### src/rtl/lcbs_pkg.sv
`default_nettype none
package lcbs_pkg;
    typedef enum logic [2:0] {
        ST_INIT         = 3'd0,
        ST_CONNECT      = 3'd1,
        ST_SETUP_DATA   = 3'd2,
        ST_DATA         = 3'd3,
        ST_SETUP_VERIFY = 3'd4,
        ST_VERIFY       = 3'd5,
        ST_TERMINATE    = 3'd6,
        ST_UNUSED       = 3'd7
    } stage_t;

    localparam logic [1:0] FUNC_FRAME = 2'd0;
    localparam logic [1:0] FUNC_SERIAL = 2'd1;
    localparam logic [1:0] FUNC_TIMER = 2'd2;

    localparam logic [2:0] REG_HANDSHAKE = 3'd0;
    localparam logic [2:0] REG_SIZE = 3'd1;
    localparam logic [2:0] REG_STARTUP_TO = 3'd2;
    localparam logic [2:0] REG_SEND_DELAY = 3'd3;
    localparam logic [2:0] REG_VERIFY_TO = 3'd4;

    typedef struct packed {
        logic step;
        logic div_start;
        logic load_out;
    } lcbs_cmd_t;

    typedef struct packed {
        logic div_done;
    } lcbs_status_t;
endpackage
`default_nettype wire

### src/rtl/lcbs_ctrl.sv
`default_nettype none
module lcbs_ctrl
(
    input  wire logic                  clk,
    input  wire logic                  rst_n,
    input  wire logic                  in_valid,
    output logic                       in_stall,
    output logic                       out_valid,
    input  wire logic                  out_stall,
    output lcbs_pkg::lcbs_cmd_t        cmd,
    input  wire lcbs_pkg::lcbs_status_t status
);
    import lcbs_pkg::*;

    typedef enum logic [3:0] {
        C_IDLE = 4'b0001,
        C_DIV  = 4'b0010,
        C_WAIT = 4'b0100,
        C_OUT  = 4'b1000
    } cstate_t;

    cstate_t state_reg, state_next;
    logic    ovalid_reg, ovalid_next;

    assign in_stall = (state_reg != C_IDLE);
    assign out_valid = ovalid_reg;

    always_comb
    begin
        state_next = state_reg;
        ovalid_next = ovalid_reg;
        cmd = '0;
        if (ovalid_reg && !out_stall)
        begin
            ovalid_next = 1'b0;
        end
        unique case (state_reg)
            C_IDLE:
            begin
                if (in_valid)
                begin
                    cmd.step = 1'b1;
                    state_next = C_DIV;
                end
            end
            C_DIV:
            begin
                cmd.div_start = 1'b1;
                state_next = C_WAIT;
            end
            C_WAIT:
            begin
                if (status.div_done)
                begin
                    state_next = C_OUT;
                end
            end
            C_OUT:
            begin
                if (!ovalid_reg || !out_stall)
                begin
                    cmd.load_out = 1'b1;
                    ovalid_next = 1'b1;
                    state_next = C_IDLE;
                end
            end
            default:
            begin
                state_next = C_IDLE;
            end
        endcase
    end

    always_ff @(posedge clk or negedge rst_n)
    begin
        if (!rst_n)
        begin
            state_reg <= C_IDLE;
            ovalid_reg <= 1'b0;
        end
        else
        begin
            state_reg <= state_next;
            ovalid_reg <= ovalid_next;
        end
    end
endmodule
`default_nettype wire

### src/rtl/lcbs_div.sv
`default_nettype none
module lcbs_div
(
    input  wire logic        clk,
    input  wire logic        rst_n,
    input  wire logic        start,
    input  wire logic [23:0] dividend,
    input  wire logic [16:0] divisor,
    output logic             done,
    output logic [7:0]       quotient
);
    logic [4:0]  cnt_reg, cnt_next;
    logic        busy_reg, busy_next;
    logic [23:0] q_reg, q_next;
    logic [16:0] r_reg, r_next;
    logic [17:0] trial;

    assign done = !busy_reg;
    assign quotient = q_reg[7:0];

    always_comb
    begin
        cnt_next = cnt_reg;
        busy_next = busy_reg;
        q_next = q_reg;
        r_next = r_reg;
        trial = {r_reg, q_reg[23]};
        if (start)
        begin
            busy_next = 1'b1;
            cnt_next = 5'd24;
            q_next = dividend;
            r_next = '0;
        end
        else if (busy_reg)
        begin
            if (trial >= {1'b0, divisor})
            begin
                r_next = 17'(trial - {1'b0, divisor});
                q_next = {q_reg[22:0], 1'b1};
            end
            else
            begin
                r_next = trial[16:0];
                q_next = {q_reg[22:0], 1'b0};
            end
            cnt_next = cnt_reg - 5'd1;
            if (cnt_reg == 5'd1)
            begin
                busy_next = 1'b0;
            end
        end
    end

    always_ff @(posedge clk or negedge rst_n)
    begin
        if (!rst_n)
        begin
            busy_reg <= 1'b0;
            cnt_reg <= '0;
        end
        else
        begin
            busy_reg <= busy_next;
            cnt_reg <= cnt_next;
        end
    end

    always_ff @(posedge clk)
    begin
        q_reg <= q_next;
        r_reg <= r_next;
    end
endmodule
`default_nettype wire

### src/rtl/lcbs_dp.sv
`default_nettype none
module lcbs_dp
#(
    parameter int LINK_SLOTS = 4
)
(
    input  wire logic                  clk,
    input  wire logic                  rst_n,
    input  wire lcbs_pkg::lcbs_cmd_t   cmd,
    output lcbs_pkg::lcbs_status_t     status,
    input  wire logic                  cfg_valid,
    input  wire logic [2:0]            cfg_index,
    input  wire logic [31:0]           cfg_data,
    input  wire logic [1:0]            func,
    input  wire logic                  parent_ready,
    input  wire logic [1:0]            link_id,
    input  wire logic [15:0]           recv_slot0,
    input  wire logic [15:0]           recv_slot1,
    input  wire logic [15:0]           recv_slot2,
    input  wire logic [15:0]           recv_slot3,
    input  wire logic [31:0]           data_word,
    output logic                       send_valid,
    output logic [31:0]                send_word,
    output logic                       start_transfer,
    output logic                       timer_restart,
    output logic [1:0]                 serial_mode,
    output logic [16:0]                word_index,
    output logic [1:0]                 data_stage,
    output logic [1:0]                 verify_result,
    output logic [1:0]                 error_code,
    output logic [7:0]                 progress_pct
);
    import lcbs_pkg::*;

    logic [15:0] hs_code_reg;
    logic [17:0] size_reg;
    logic [7:0]  su_to_reg, delay_reg, ver_to_reg;

    stage_t      stage_reg, stage_next;
    logic [1:0]  phase_reg, phase_next, ver_reg, ver_next, err_reg, err_next;
    logic        parent_reg, parent_next;
    logic [7:0]  sf_reg, sf_next, df_reg, df_next;
    logic [2:0]  uc_reg, uc_next;
    logic [1:0]  slot_reg, slot_next;
    logic [16:0] cur_reg, cur_next, wc_reg, wc_next;
    logic [31:0] sum_reg, sum_next;
    logic [1:0]  mode_reg, mode_next;

    logic        sv_reg, sv_next, st_reg, st_next, tr_reg, tr_next;
    logic [31:0] sw_reg, sw_next;

    logic [15:0] recv [4];
    logic [2:0]  seen, stray;
    logic [2:0]  acked;
    logic        vdone;
    logic [17:0] lim;
    logic [7:0]  quot;
    logic        div_done;

    assign recv[0] = recv_slot0;
    assign recv[1] = recv_slot1;
    assign recv[2] = recv_slot2;
    assign recv[3] = recv_slot3;

    always_comb
    begin
        stage_next = stage_reg; phase_next = phase_reg; ver_next = ver_reg;
        err_next = err_reg; parent_next = parent_reg; sf_next = sf_reg;
        df_next = df_reg; uc_next = uc_reg; slot_next = slot_reg;
        cur_next = cur_reg; wc_next = wc_reg; sum_next = sum_reg;
        mode_next = mode_reg;
        sv_next = 1'b0; sw_next = '0; st_next = 1'b0; tr_next = 1'b0;
        seen = '0; stray = '0; acked = 3'd1; vdone = 1'b0;
        lim = {1'b0, wc_reg} + {15'd0, uc_reg};
        for (int i = 0; i < 4; i++)
        begin
            if (i < LINK_SLOTS)
            begin
                if (recv[i] == hs_code_reg)
                    seen = seen + 3'd1;
                else if (recv[i] != 16'hFFFF)
                    stray = stray + 3'd1;
            end
        end
        if (func == FUNC_FRAME)
        begin
            unique case (stage_reg)
                ST_INIT:
                begin
                    df_next = '0; sf_next = '0; uc_next = '0; slot_next = '0;
                    ver_next = '0; err_next = '0; parent_next = 1'b0;
                    cur_next = '0; wc_next = '0; sum_next = '0;
                    mode_next = 2'd1; phase_next = 2'd1; stage_next = ST_CONNECT;
                end
                ST_CONNECT:
                begin
                    parent_next = parent_ready;
                    st_next = parent_ready;
                    if (err_reg != 2'd0) stage_next = ST_TERMINATE;
                    sf_next = (sf_reg == 8'hFF) ? sf_reg : sf_reg + 8'd1;
                    if (sf_next > su_to_reg)
                    begin
                        err_next = 2'd1;
                        stage_next = ST_TERMINATE;
                    end
                end
                ST_SETUP_DATA, ST_DATA:
                begin
                    if (stage_reg == ST_SETUP_DATA)
                    begin
                        mode_next = 2'd2; sv_next = 1'b1;
                        sw_next = {14'd0, size_reg};
                        wc_next = {1'b0, size_reg[17:2]} + 17'd1;
                        stage_next = ST_DATA;
                    end
                    if (phase_reg != 2'd2)
                    begin
                        if (parent_reg)
                            df_next = (df_reg == 8'hFF) ? df_reg : df_reg + 8'd1;
                        st_next = 1'b1;
                        phase_next = 2'd2;
                    end
                end
                ST_SETUP_VERIFY:
                begin
                    mode_next = 2'd1; stage_next = ST_VERIFY;
                end
                ST_VERIFY:
                begin
                    st_next = parent_reg && (df_reg >= delay_reg);
                    df_next = (df_reg == 8'hFF) ? df_reg : df_reg + 8'd1;
                    if (df_next > ver_to_reg)
                    begin
                        err_next = 2'd3; stage_next = ST_TERMINATE;
                    end
                end
                ST_TERMINATE:
                begin
                    if (phase_reg != 2'd0)
                    begin
                        mode_next = 2'd0; phase_next = 2'd0;
                    end
                end
                default:
                begin
                end
            endcase
        end
        else if (func == FUNC_SERIAL)
        begin
            if (stage_reg == ST_CONNECT)
            begin
                sv_next = 1'b1; sw_next = {16'd0, hs_code_reg};
                uc_next = seen; slot_next = link_id;
                if (seen <= 3'd2)
                begin
                    if (seen == 3'd2 && stray == 3'd0) stage_next = ST_SETUP_DATA;
                end
                else
                    err_next = 2'd2;
            end
            else if (stage_reg == ST_DATA)
            begin
                sv_next = 1'b1;
                if (cur_reg < wc_reg)
                begin
                    sw_next = data_word; sum_next = sum_reg + data_word;
                end
                else if (cur_reg == wc_reg)
                    sw_next = sum_reg;
                cur_next = cur_reg + 17'd1;
                if ({1'b0, cur_next} < lim)
                    tr_next = 1'b1;
                else
                begin
                    stage_next = ST_SETUP_VERIFY; df_next = '0;
                end
            end
            else if (stage_reg == ST_VERIFY)
            begin
                for (int i = 1; i < 4; i++)
                begin
                    if (!vdone && 3'(i) < uc_reg)
                    begin
                        if (recv[i] == 16'd1)
                            acked = acked + 3'd1;
                        else if (recv[i] == 16'd2)
                        begin
                            ver_next = 2'd2; stage_next = ST_TERMINATE; vdone = 1'b1;
                        end
                        if (!vdone && acked == uc_reg)
                        begin
                            ver_next = 2'd1; stage_next = ST_TERMINATE;
                        end
                    end
                end
            end
        end
        else if (func == FUNC_TIMER)
            st_next = 1'b1;
    end

    always_ff @(posedge clk or negedge rst_n)
    begin
        if (!rst_n)
        begin
            hs_code_reg <= '0; size_reg <= '0;
            su_to_reg <= 8'd30; delay_reg <= 8'd10; ver_to_reg <= 8'd30;
            stage_reg <= ST_INIT; phase_reg <= '0; ver_reg <= '0; err_reg <= '0;
            parent_reg <= 1'b0; sf_reg <= '0; df_reg <= '0; uc_reg <= '0;
            slot_reg <= '0; cur_reg <= '0; wc_reg <= '0; sum_reg <= '0;
            mode_reg <= '0;
            sv_reg <= 1'b0; st_reg <= 1'b0; tr_reg <= 1'b0; sw_reg <= '0;
        end
        else
        begin
            if (cfg_valid)
            begin
                unique case (cfg_index)
                    REG_HANDSHAKE: hs_code_reg <= cfg_data[15:0];
                    REG_SIZE: size_reg <= cfg_data[17:0];
                    REG_STARTUP_TO: su_to_reg <= cfg_data[7:0];
                    REG_SEND_DELAY: delay_reg <= cfg_data[7:0];
                    REG_VERIFY_TO: ver_to_reg <= cfg_data[7:0];
                    default:
                    begin
                    end
                endcase
            end
            if (cmd.step)
            begin
                stage_reg <= stage_next; phase_reg <= phase_next; ver_reg <= ver_next;
                err_reg <= err_next; parent_reg <= parent_next; sf_reg <= sf_next;
                df_reg <= df_next; uc_reg <= uc_next; slot_reg <= slot_next;
                cur_reg <= cur_next; wc_reg <= wc_next; sum_reg <= sum_next;
                mode_reg <= mode_next;
                sv_reg <= sv_next; st_reg <= st_next; tr_reg <= tr_next;
                sw_reg <= sw_next;
            end
        end
    end

    lcbs_div u_div
    (
        .clk      (clk),
        .rst_n    (rst_n),
        .start    (cmd.div_start),
        .dividend ({1'b0, cur_reg, 6'd0} + {2'd0, cur_reg, 5'd0} + {5'd0, cur_reg, 2'd0}),
        .divisor  (wc_reg),
        .done     (div_done),
        .quotient (quot)
    );

    assign status.div_done = div_done;

    always_ff @(posedge clk)
    begin
        if (cmd.load_out)
        begin
            send_valid <= sv_reg; send_word <= sw_reg;
            start_transfer <= st_reg; timer_restart <= tr_reg;
            serial_mode <= mode_reg; word_index <= cur_reg;
            data_stage <= phase_reg; verify_result <= ver_reg;
            error_code <= err_reg;
            progress_pct <= (wc_reg == 17'd0) ? 8'd0 : quot;
        end
    end
endmodule
`default_nettype wire

### src/rtl/link_cable_block_sender_core.sv
// Channel | Handshake          | Payload
// in      | in_valid/in_stall  | func, parent_ready, link_id, recv_slot0..3, data_word
// out     | out_valid/out_stall| send_valid .. progress_pct
// cfg     | cfg_valid/cfg_ready| cfg_index, cfg_data
// States per item: IDLE, DIV, WAIT on the 24-step progress divider, then OUT.
// Input is stalled while an item is in flight.
// Reset loads the default timeouts and clears state, but not the result fields.
// The result register holds while out_valid and out_stall are both high.
`default_nettype none
module link_cable_block_sender_core
#(
    parameter int LINK_SLOTS = 4
)
(
    input  wire logic        clk,
    input  wire logic        rst_n,
    input  wire logic        in_valid,
    output logic             in_stall,
    input  wire logic [1:0]  func,
    input  wire logic        parent_ready,
    input  wire logic [1:0]  link_id,
    input  wire logic [15:0] recv_slot0,
    input  wire logic [15:0] recv_slot1,
    input  wire logic [15:0] recv_slot2,
    input  wire logic [15:0] recv_slot3,
    input  wire logic [31:0] data_word,
    output logic             out_valid,
    input  wire logic        out_stall,
    output logic             send_valid,
    output logic [31:0]      send_word,
    output logic             start_transfer,
    output logic             timer_restart,
    output logic [1:0]       serial_mode,
    output logic [16:0]      word_index,
    output logic [1:0]       data_stage,
    output logic [1:0]       verify_result,
    output logic [1:0]       error_code,
    output logic [7:0]       progress_pct,
    input  wire logic        cfg_valid,
    output logic             cfg_ready,
    input  wire logic [2:0]  cfg_index,
    input  wire logic [31:0] cfg_data
);
    import lcbs_pkg::*;

    lcbs_cmd_t    cmd;
    lcbs_status_t status;

    assign cfg_ready = 1'b1;

    lcbs_ctrl u_ctrl
    (
        .clk       (clk),
        .rst_n     (rst_n),
        .in_valid  (in_valid),
        .in_stall  (in_stall),
        .out_valid (out_valid),
        .out_stall (out_stall),
        .cmd       (cmd),
        .status    (status)
    );

    lcbs_dp #(.LINK_SLOTS(LINK_SLOTS)) u_dp
    (
        .clk            (clk),
        .rst_n          (rst_n),
        .cmd            (cmd),
        .status         (status),
        .cfg_valid      (cfg_valid),
        .cfg_index      (cfg_index),
        .cfg_data       (cfg_data),
        .func           (func),
        .parent_ready   (parent_ready),
        .link_id        (link_id),
        .recv_slot0     (recv_slot0),
        .recv_slot1     (recv_slot1),
        .recv_slot2     (recv_slot2),
        .recv_slot3     (recv_slot3),
        .data_word      (data_word),
        .send_valid     (send_valid),
        .send_word      (send_word),
        .start_transfer (start_transfer),
        .timer_restart  (timer_restart),
        .serial_mode    (serial_mode),
        .word_index     (word_index),
        .data_stage     (data_stage),
        .verify_result  (verify_result),
        .error_code     (error_code),
        .progress_pct   (progress_pct)
    );

    a_no_accept_busy: assert property (@(posedge clk) disable iff (!rst_n)
        cmd.step |=> in_stall) else $error("accept while busy");
    a_load_sets_valid: assert property (@(posedge clk) disable iff (!rst_n)
        cmd.load_out |=> out_valid) else $error("result lost");
    a_valid_hold: assert property (@(posedge clk) disable iff (!rst_n)
        (out_valid && out_stall) |=> out_valid) else $error("result dropped");
endmodule
`default_nettype wire
### config.mk
export PLATFORM = sky130hd
export DESIGN_NAME = link_cable_block_sender_core
export DESIGN_NICKNAME = d
export VERILOG_FILES = /design/src/rtl/lcbs_pkg.sv /design/src/rtl/lcbs_ctrl.sv /design/src/rtl/lcbs_div.sv /design/src/rtl/lcbs_dp.sv /design/src/rtl/link_cable_block_sender_core.sv
export SDC_FILE = /design/constraint.sdc
export NUM_CORES = 1
export LEC_CHECK = 0
export BUFFER_PORTS_ARGS = -buffer_cell sky130_fd_sc_hd__buf_4
export CAP_MARGIN = 10
export CELL_PAD_IN_SITES_DETAIL_PLACEMENT = 1
export CELL_PAD_IN_SITES_GLOBAL_PLACEMENT = 1
export CORE_UTILIZATION = 50
export CTS_CLUSTER_SIZE = 25
export DETAILED_ROUTE_END_ITERATION = 10
export PLACE_DENSITY = 0.84
export RECOVER_POWER = 25
export REMOVE_ABC_BUFFERS = 1
export SYNTH_ARGS = -nofsm -noshare
export SYNTH_HDL_FRONTEND = slang
export SYNTH_SLANG_ARGS = --single-unit
### constraint.sdc
create_clock -name clk -period 13.34 [get_ports clk]
set_input_delay 0.667 -clock clk [delete_from_list [all_inputs] [get_ports clk]]
set_output_delay 0.667 -clock clk [all_outputs]
set_load 0.005 [all_outputs]
==> parameters.txt <==
Parameter                              Value

Setup path
  Type of the setup path with the least slack    reg -> reg
  Crit path max-delay cell type    sky130_fd_sc_hd__a2111oi_0
  Crit path cell chain    inv_1 > fa_1 > nor2b_1 > o21ai_0 > nor2_1 > nand2_1 > xnor2_1 > ha_1 > o21a_1 > o21ai_0 > a211oi_1 > o31ai_1 > a311oi_1 > buf_4 > o311ai_0 > a2111oi_0 > a2bb2oi_2
  Largest fanout of any net on the critical path    11
  Required time reported for the critical path endpoint    ~14 ns
  Critical path launch point type    register
  Biggest cell delay along the critical path    around 0.7 ns
  Number of buffer and inverter instances along the worst setup path    2
  Library cell appearing most often on the critical path    sky130_fd_sc_hd__o21ai_0
  Kind of cell adding the most delay to the critical path    compound AO/OA/AOI/OAI gates
  Kind of end point of the critical path    register
  Critical Path AT    about 5.2 ns

Global route
  GR Overflow Total    0
  Routing usage on met1    0.380
  Met3 Usage GRT    0.0620
  Via count of the first global-routing pass    between 15,000 and 20,000
  Global-route wire length before repair    101,000 um
  Met2 demand-to-capacity share in global routing    0.533
  Overall Global Routing Usage    0.311
  Number of antenna violations at the first check in global routing    2
  Global route hottest layer    met2
  Pin count of the biggest net entering global routing    between 70 and 80

Logic synthesis
  Async set-reset flop share out of synthesis    0.648
  Most instantiated flip-flop cell in the synthesis netlist    sky130_fd_sc_hd__dfrtp_1
  Number of enable flip-flop cells after synthesis    92
  Library cells used by synthesis    89
  Post-synthesis instance total    about 2,100
  Summed instance area of the synthesized netlist    20,200 um2
  Flip-flop and latch count after synthesis    just over 300
  Synthesis warning total    0
  Synthesized area per cell    roughly 9.6 um2
  Register area share after synthesis    0.403

Placed design
  Placed wire-length estimate after detailed placement    45,700 um
  Count of input and output buffers    a little under 200
  Standard cell area after detailed placement    around 22,000 um2
  GP Congestion    0.909

Floorplan
  Die Area    about 41,000 um2
  Die Y    203 um
  Top-Level Pins    roughly 210
  Std-Cell Rows    73
  Initial core utilization    0.507
  Die width    203 um
  Total core area    39,800 um2

Timing
  Number of endpoints with negative hold slack in the final report    0
  Measured slew at the worst slew-check pin    around 4.5 ns
  Setup Skew    around 0.021 ns
  Final Slew Violations    just under 80
  Share of the clock period used by the worst path    0.356
  Sum Neg Setup Slack    0 ns
  Highest clock rate    approximately 210 MHz
  Final setup violation count    0
  Final Critical Period    between 4 and 5 ns
  Unrepaired setup endpoints after global routing    false
  Max_slew headroom    -1.99

Drt
  Final routed DRC violation total    0
  Antenna violation net count after detailed routing    0
  Per-cell via count in the routed design    just over 6
  Post-detailed-routing wire length    63,700 um
  Initial DRT Pass Iterations    5
  Average detailed-routed wire length per instance    between 20 and 25 um
  Vias    between 15,000 and 20,000
  Count of routing violations after the opening detailed-route iteration    around 900

Layout
  Post-layout net count    2,579
  Share of cells above drive strength 1    0.159
  Area overhead of the layout relative to synthesis    15.8%
  Number of fill cells in the layout    4,522
  Finished Cell Area    23,400 um2

Power
  Peak supply drop    around 0.1 mV
  Leakage power total    ~10 nW
  Power density normalized to cell area    between 150 and 200 nW/um2

Clock tree
  CTS tree    yes
  Postcts setup bufs    0
  Clock root cell    sky130_fd_sc_hd__clkbuf_16
  CTS Buf Count    37
  Max Buffers Root-to-Sink    3
  Sinks on Clock Net    a little over 300
  CTS Hold Bufs    0
  Clk Latency, worst-skew pair    0.56 ns
  H-tree levels    2
  Clock transition time at the flip-flop clock pins of the worst setup and hold paths    about 0.06 ns
  Post-CTS Resized    0

Status
  Run status    complete, but fails checks
  Failing checks    capacitance limit, slew limit

Hold path
  Class of the tightest hold or removal check    in -> reg

Job
  Max capacitance violation total    1
[cells by family after synthesis]
logic type / share of synthesized area
AO/OA/AOI/OAI: 0.173
XOR/XNOR: 0.0753
adder cells (fa/ha/maj): 0.112
buffers and inverters: 0.0358
flip-flops: 0.403
multiplexers: 0.0333
other: 0.000186
AND/OR/NAND/NOR: 0.167
[where the power goes]
group / switching (mW) / leakage [nW] / internal, mW
registers: 0.214 / 3.64 / 1.21
clock network: 0.430 / 0.643 / 0.664
logic: 1.02 / 5.97 / 0.662
[worst paths after layout]
check,cells past startpoint,slack [ns],endpoint,from
min in group asynchronous,1,1.69,u_dp.u_div.cnt_reg[2]$_DFFE_PN0P_,rst_n
max,17,8.59,u_dp.stage_reg[1]$_DFFE_PN0P_,u_dp.uc_reg[1]$_DFFE_PN0P_
max reg2reg,17,8.59,u_dp.stage_reg[1]$_DFFE_PN0P_,u_dp.uc_reg[1]$_DFFE_PN0P_
max in group asynchronous,2,8.97,u_dp.sw_reg[20]$_DFFE_PN0P_,rst_n
min,2,0.34,u_dp.size_reg[16]$_DFFE_PN0P_,cfg_data[16]
min reg2reg,0,0.44,u_dp.timer_restart$_DFFE_PP_,u_dp.tr_reg$_DFFE_PN0P_
[cell usage after synthesis, types with 17 or more instances]
library cell | number | area (um2)
sky130_fd_sc_hd__nand2_1 | 205 | 769
sky130_fd_sc_hd__dfrtp_1 | 190 | 4750
sky130_fd_sc_hd__o21ai_0 | 166 | 831
sky130_fd_sc_hd__ha_1 | 154 | 1930
sky130_fd_sc_hd__a21oi_1 | 146 | 731
sky130_fd_sc_hd__xnor2_1 | 117 | 1020
sky130_fd_sc_hd__nor2_1 | 105 | 394
sky130_fd_sc_hd__edfxtp_1 | 92 | 2760
sky130_fd_sc_hd__inv_1 | 83 | 312
sky130_fd_sc_hd__nand3_1 | 72 | 360
sky130_fd_sc_hd__clkbuf_1 | 68 | 255
sky130_fd_sc_hd__xor2_1 | 54 | 473
sky130_fd_sc_hd__nand4_1 | 50 | 313
sky130_fd_sc_hd__mux2_2 | 47 | 529
sky130_fd_sc_hd__a22o_1 | 37 | 324
sky130_fd_sc_hd__and3_1 | 36 | 225
sky130_fd_sc_hd__nor3_1 | 36 | 180
sky130_fd_sc_hd__a21o_1 | 33 | 248
sky130_fd_sc_hd__nand2b_1 | 27 | 169
sky130_fd_sc_hd__nor4_1 | 26 | 163
sky130_fd_sc_hd__nor2b_1 | 23 | 144
sky130_fd_sc_hd__o31ai_1 | 20 | 150
sky130_fd_sc_hd__a22oi_1 | 17 | 128
sky130_fd_sc_hd__dfxtp_1 | 17 | 340
sky130_fd_sc_hd__fa_1 | 17 | 340
[final cells by class]
class | count | area, um2 | area share
repair buffers | 216 | 1600 | 0.0684
flip-flops and latches | 310 | 8150 | 0.349
well taps | 525 | 657 | 0.0281
clock buffers | 48 | 1070 | 0.0458
inverters | 83 | 312 | 0.0133
multi-input cells | 1619 | 11300 | 0.486
clock inverters | 20 | 234 | 0.0100
diodes | 3 | 7.51 | 0.000321
[routing by layer]
layer	vias to the layer above	share of wire
li1	8001	-
met1	8747	0.42
met2	432	0.49
met3	128	0.052
met4	0	0.041
met5	-	0
[placed cells by master, fill, tap and decap left out, types with 37 or more instances in the layout]
cell type,synthesis,layout
sky130_fd_sc_hd__clkbuf_16,0,39
sky130_fd_sc_hd__a22o_1,37,37
sky130_fd_sc_hd__inv_1,83,83
sky130_fd_sc_hd__buf_4,1,210
sky130_fd_sc_hd__edfxtp_1,92,92
sky130_fd_sc_hd__xor2_1,54,54
sky130_fd_sc_hd__dfrtp_1,190,190
sky130_fd_sc_hd__ha_1,154,154
sky130_fd_sc_hd__xnor2_1,117,117
sky130_fd_sc_hd__nand3_1,72,72
sky130_fd_sc_hd__a21oi_1,146,145
sky130_fd_sc_hd__o21ai_0,166,166
sky130_fd_sc_hd__mux2_2,47,47
sky130_fd_sc_hd__nand2_1,205,205
sky130_fd_sc_hd__nor2_1,105,102
sky130_fd_sc_hd__nand4_1,50,50
[metrics by stage]
stage / worst slack [ns] / util / hold slack, ns / power [mW] / cells
floorplan: 8.38 / - / 0.371 / 2.49 / 2012
global placement: 8.84 / 0.555 / 0.427 / 2.99 / 2753
detailed placement: 8.65 / 0.555 / 0.432 / 3.09 / 2753
CTS: 8.68 / 0.588 / 0.143 / 4.21 / 2821
global route: 8.12 / 0.587 / 0.330 / 4.45 / 2824
finish: 8.59 / 0.587 / 0.342 / 4.20 / 2824
No activity file was read; power rests on OpenSTA's default activity.
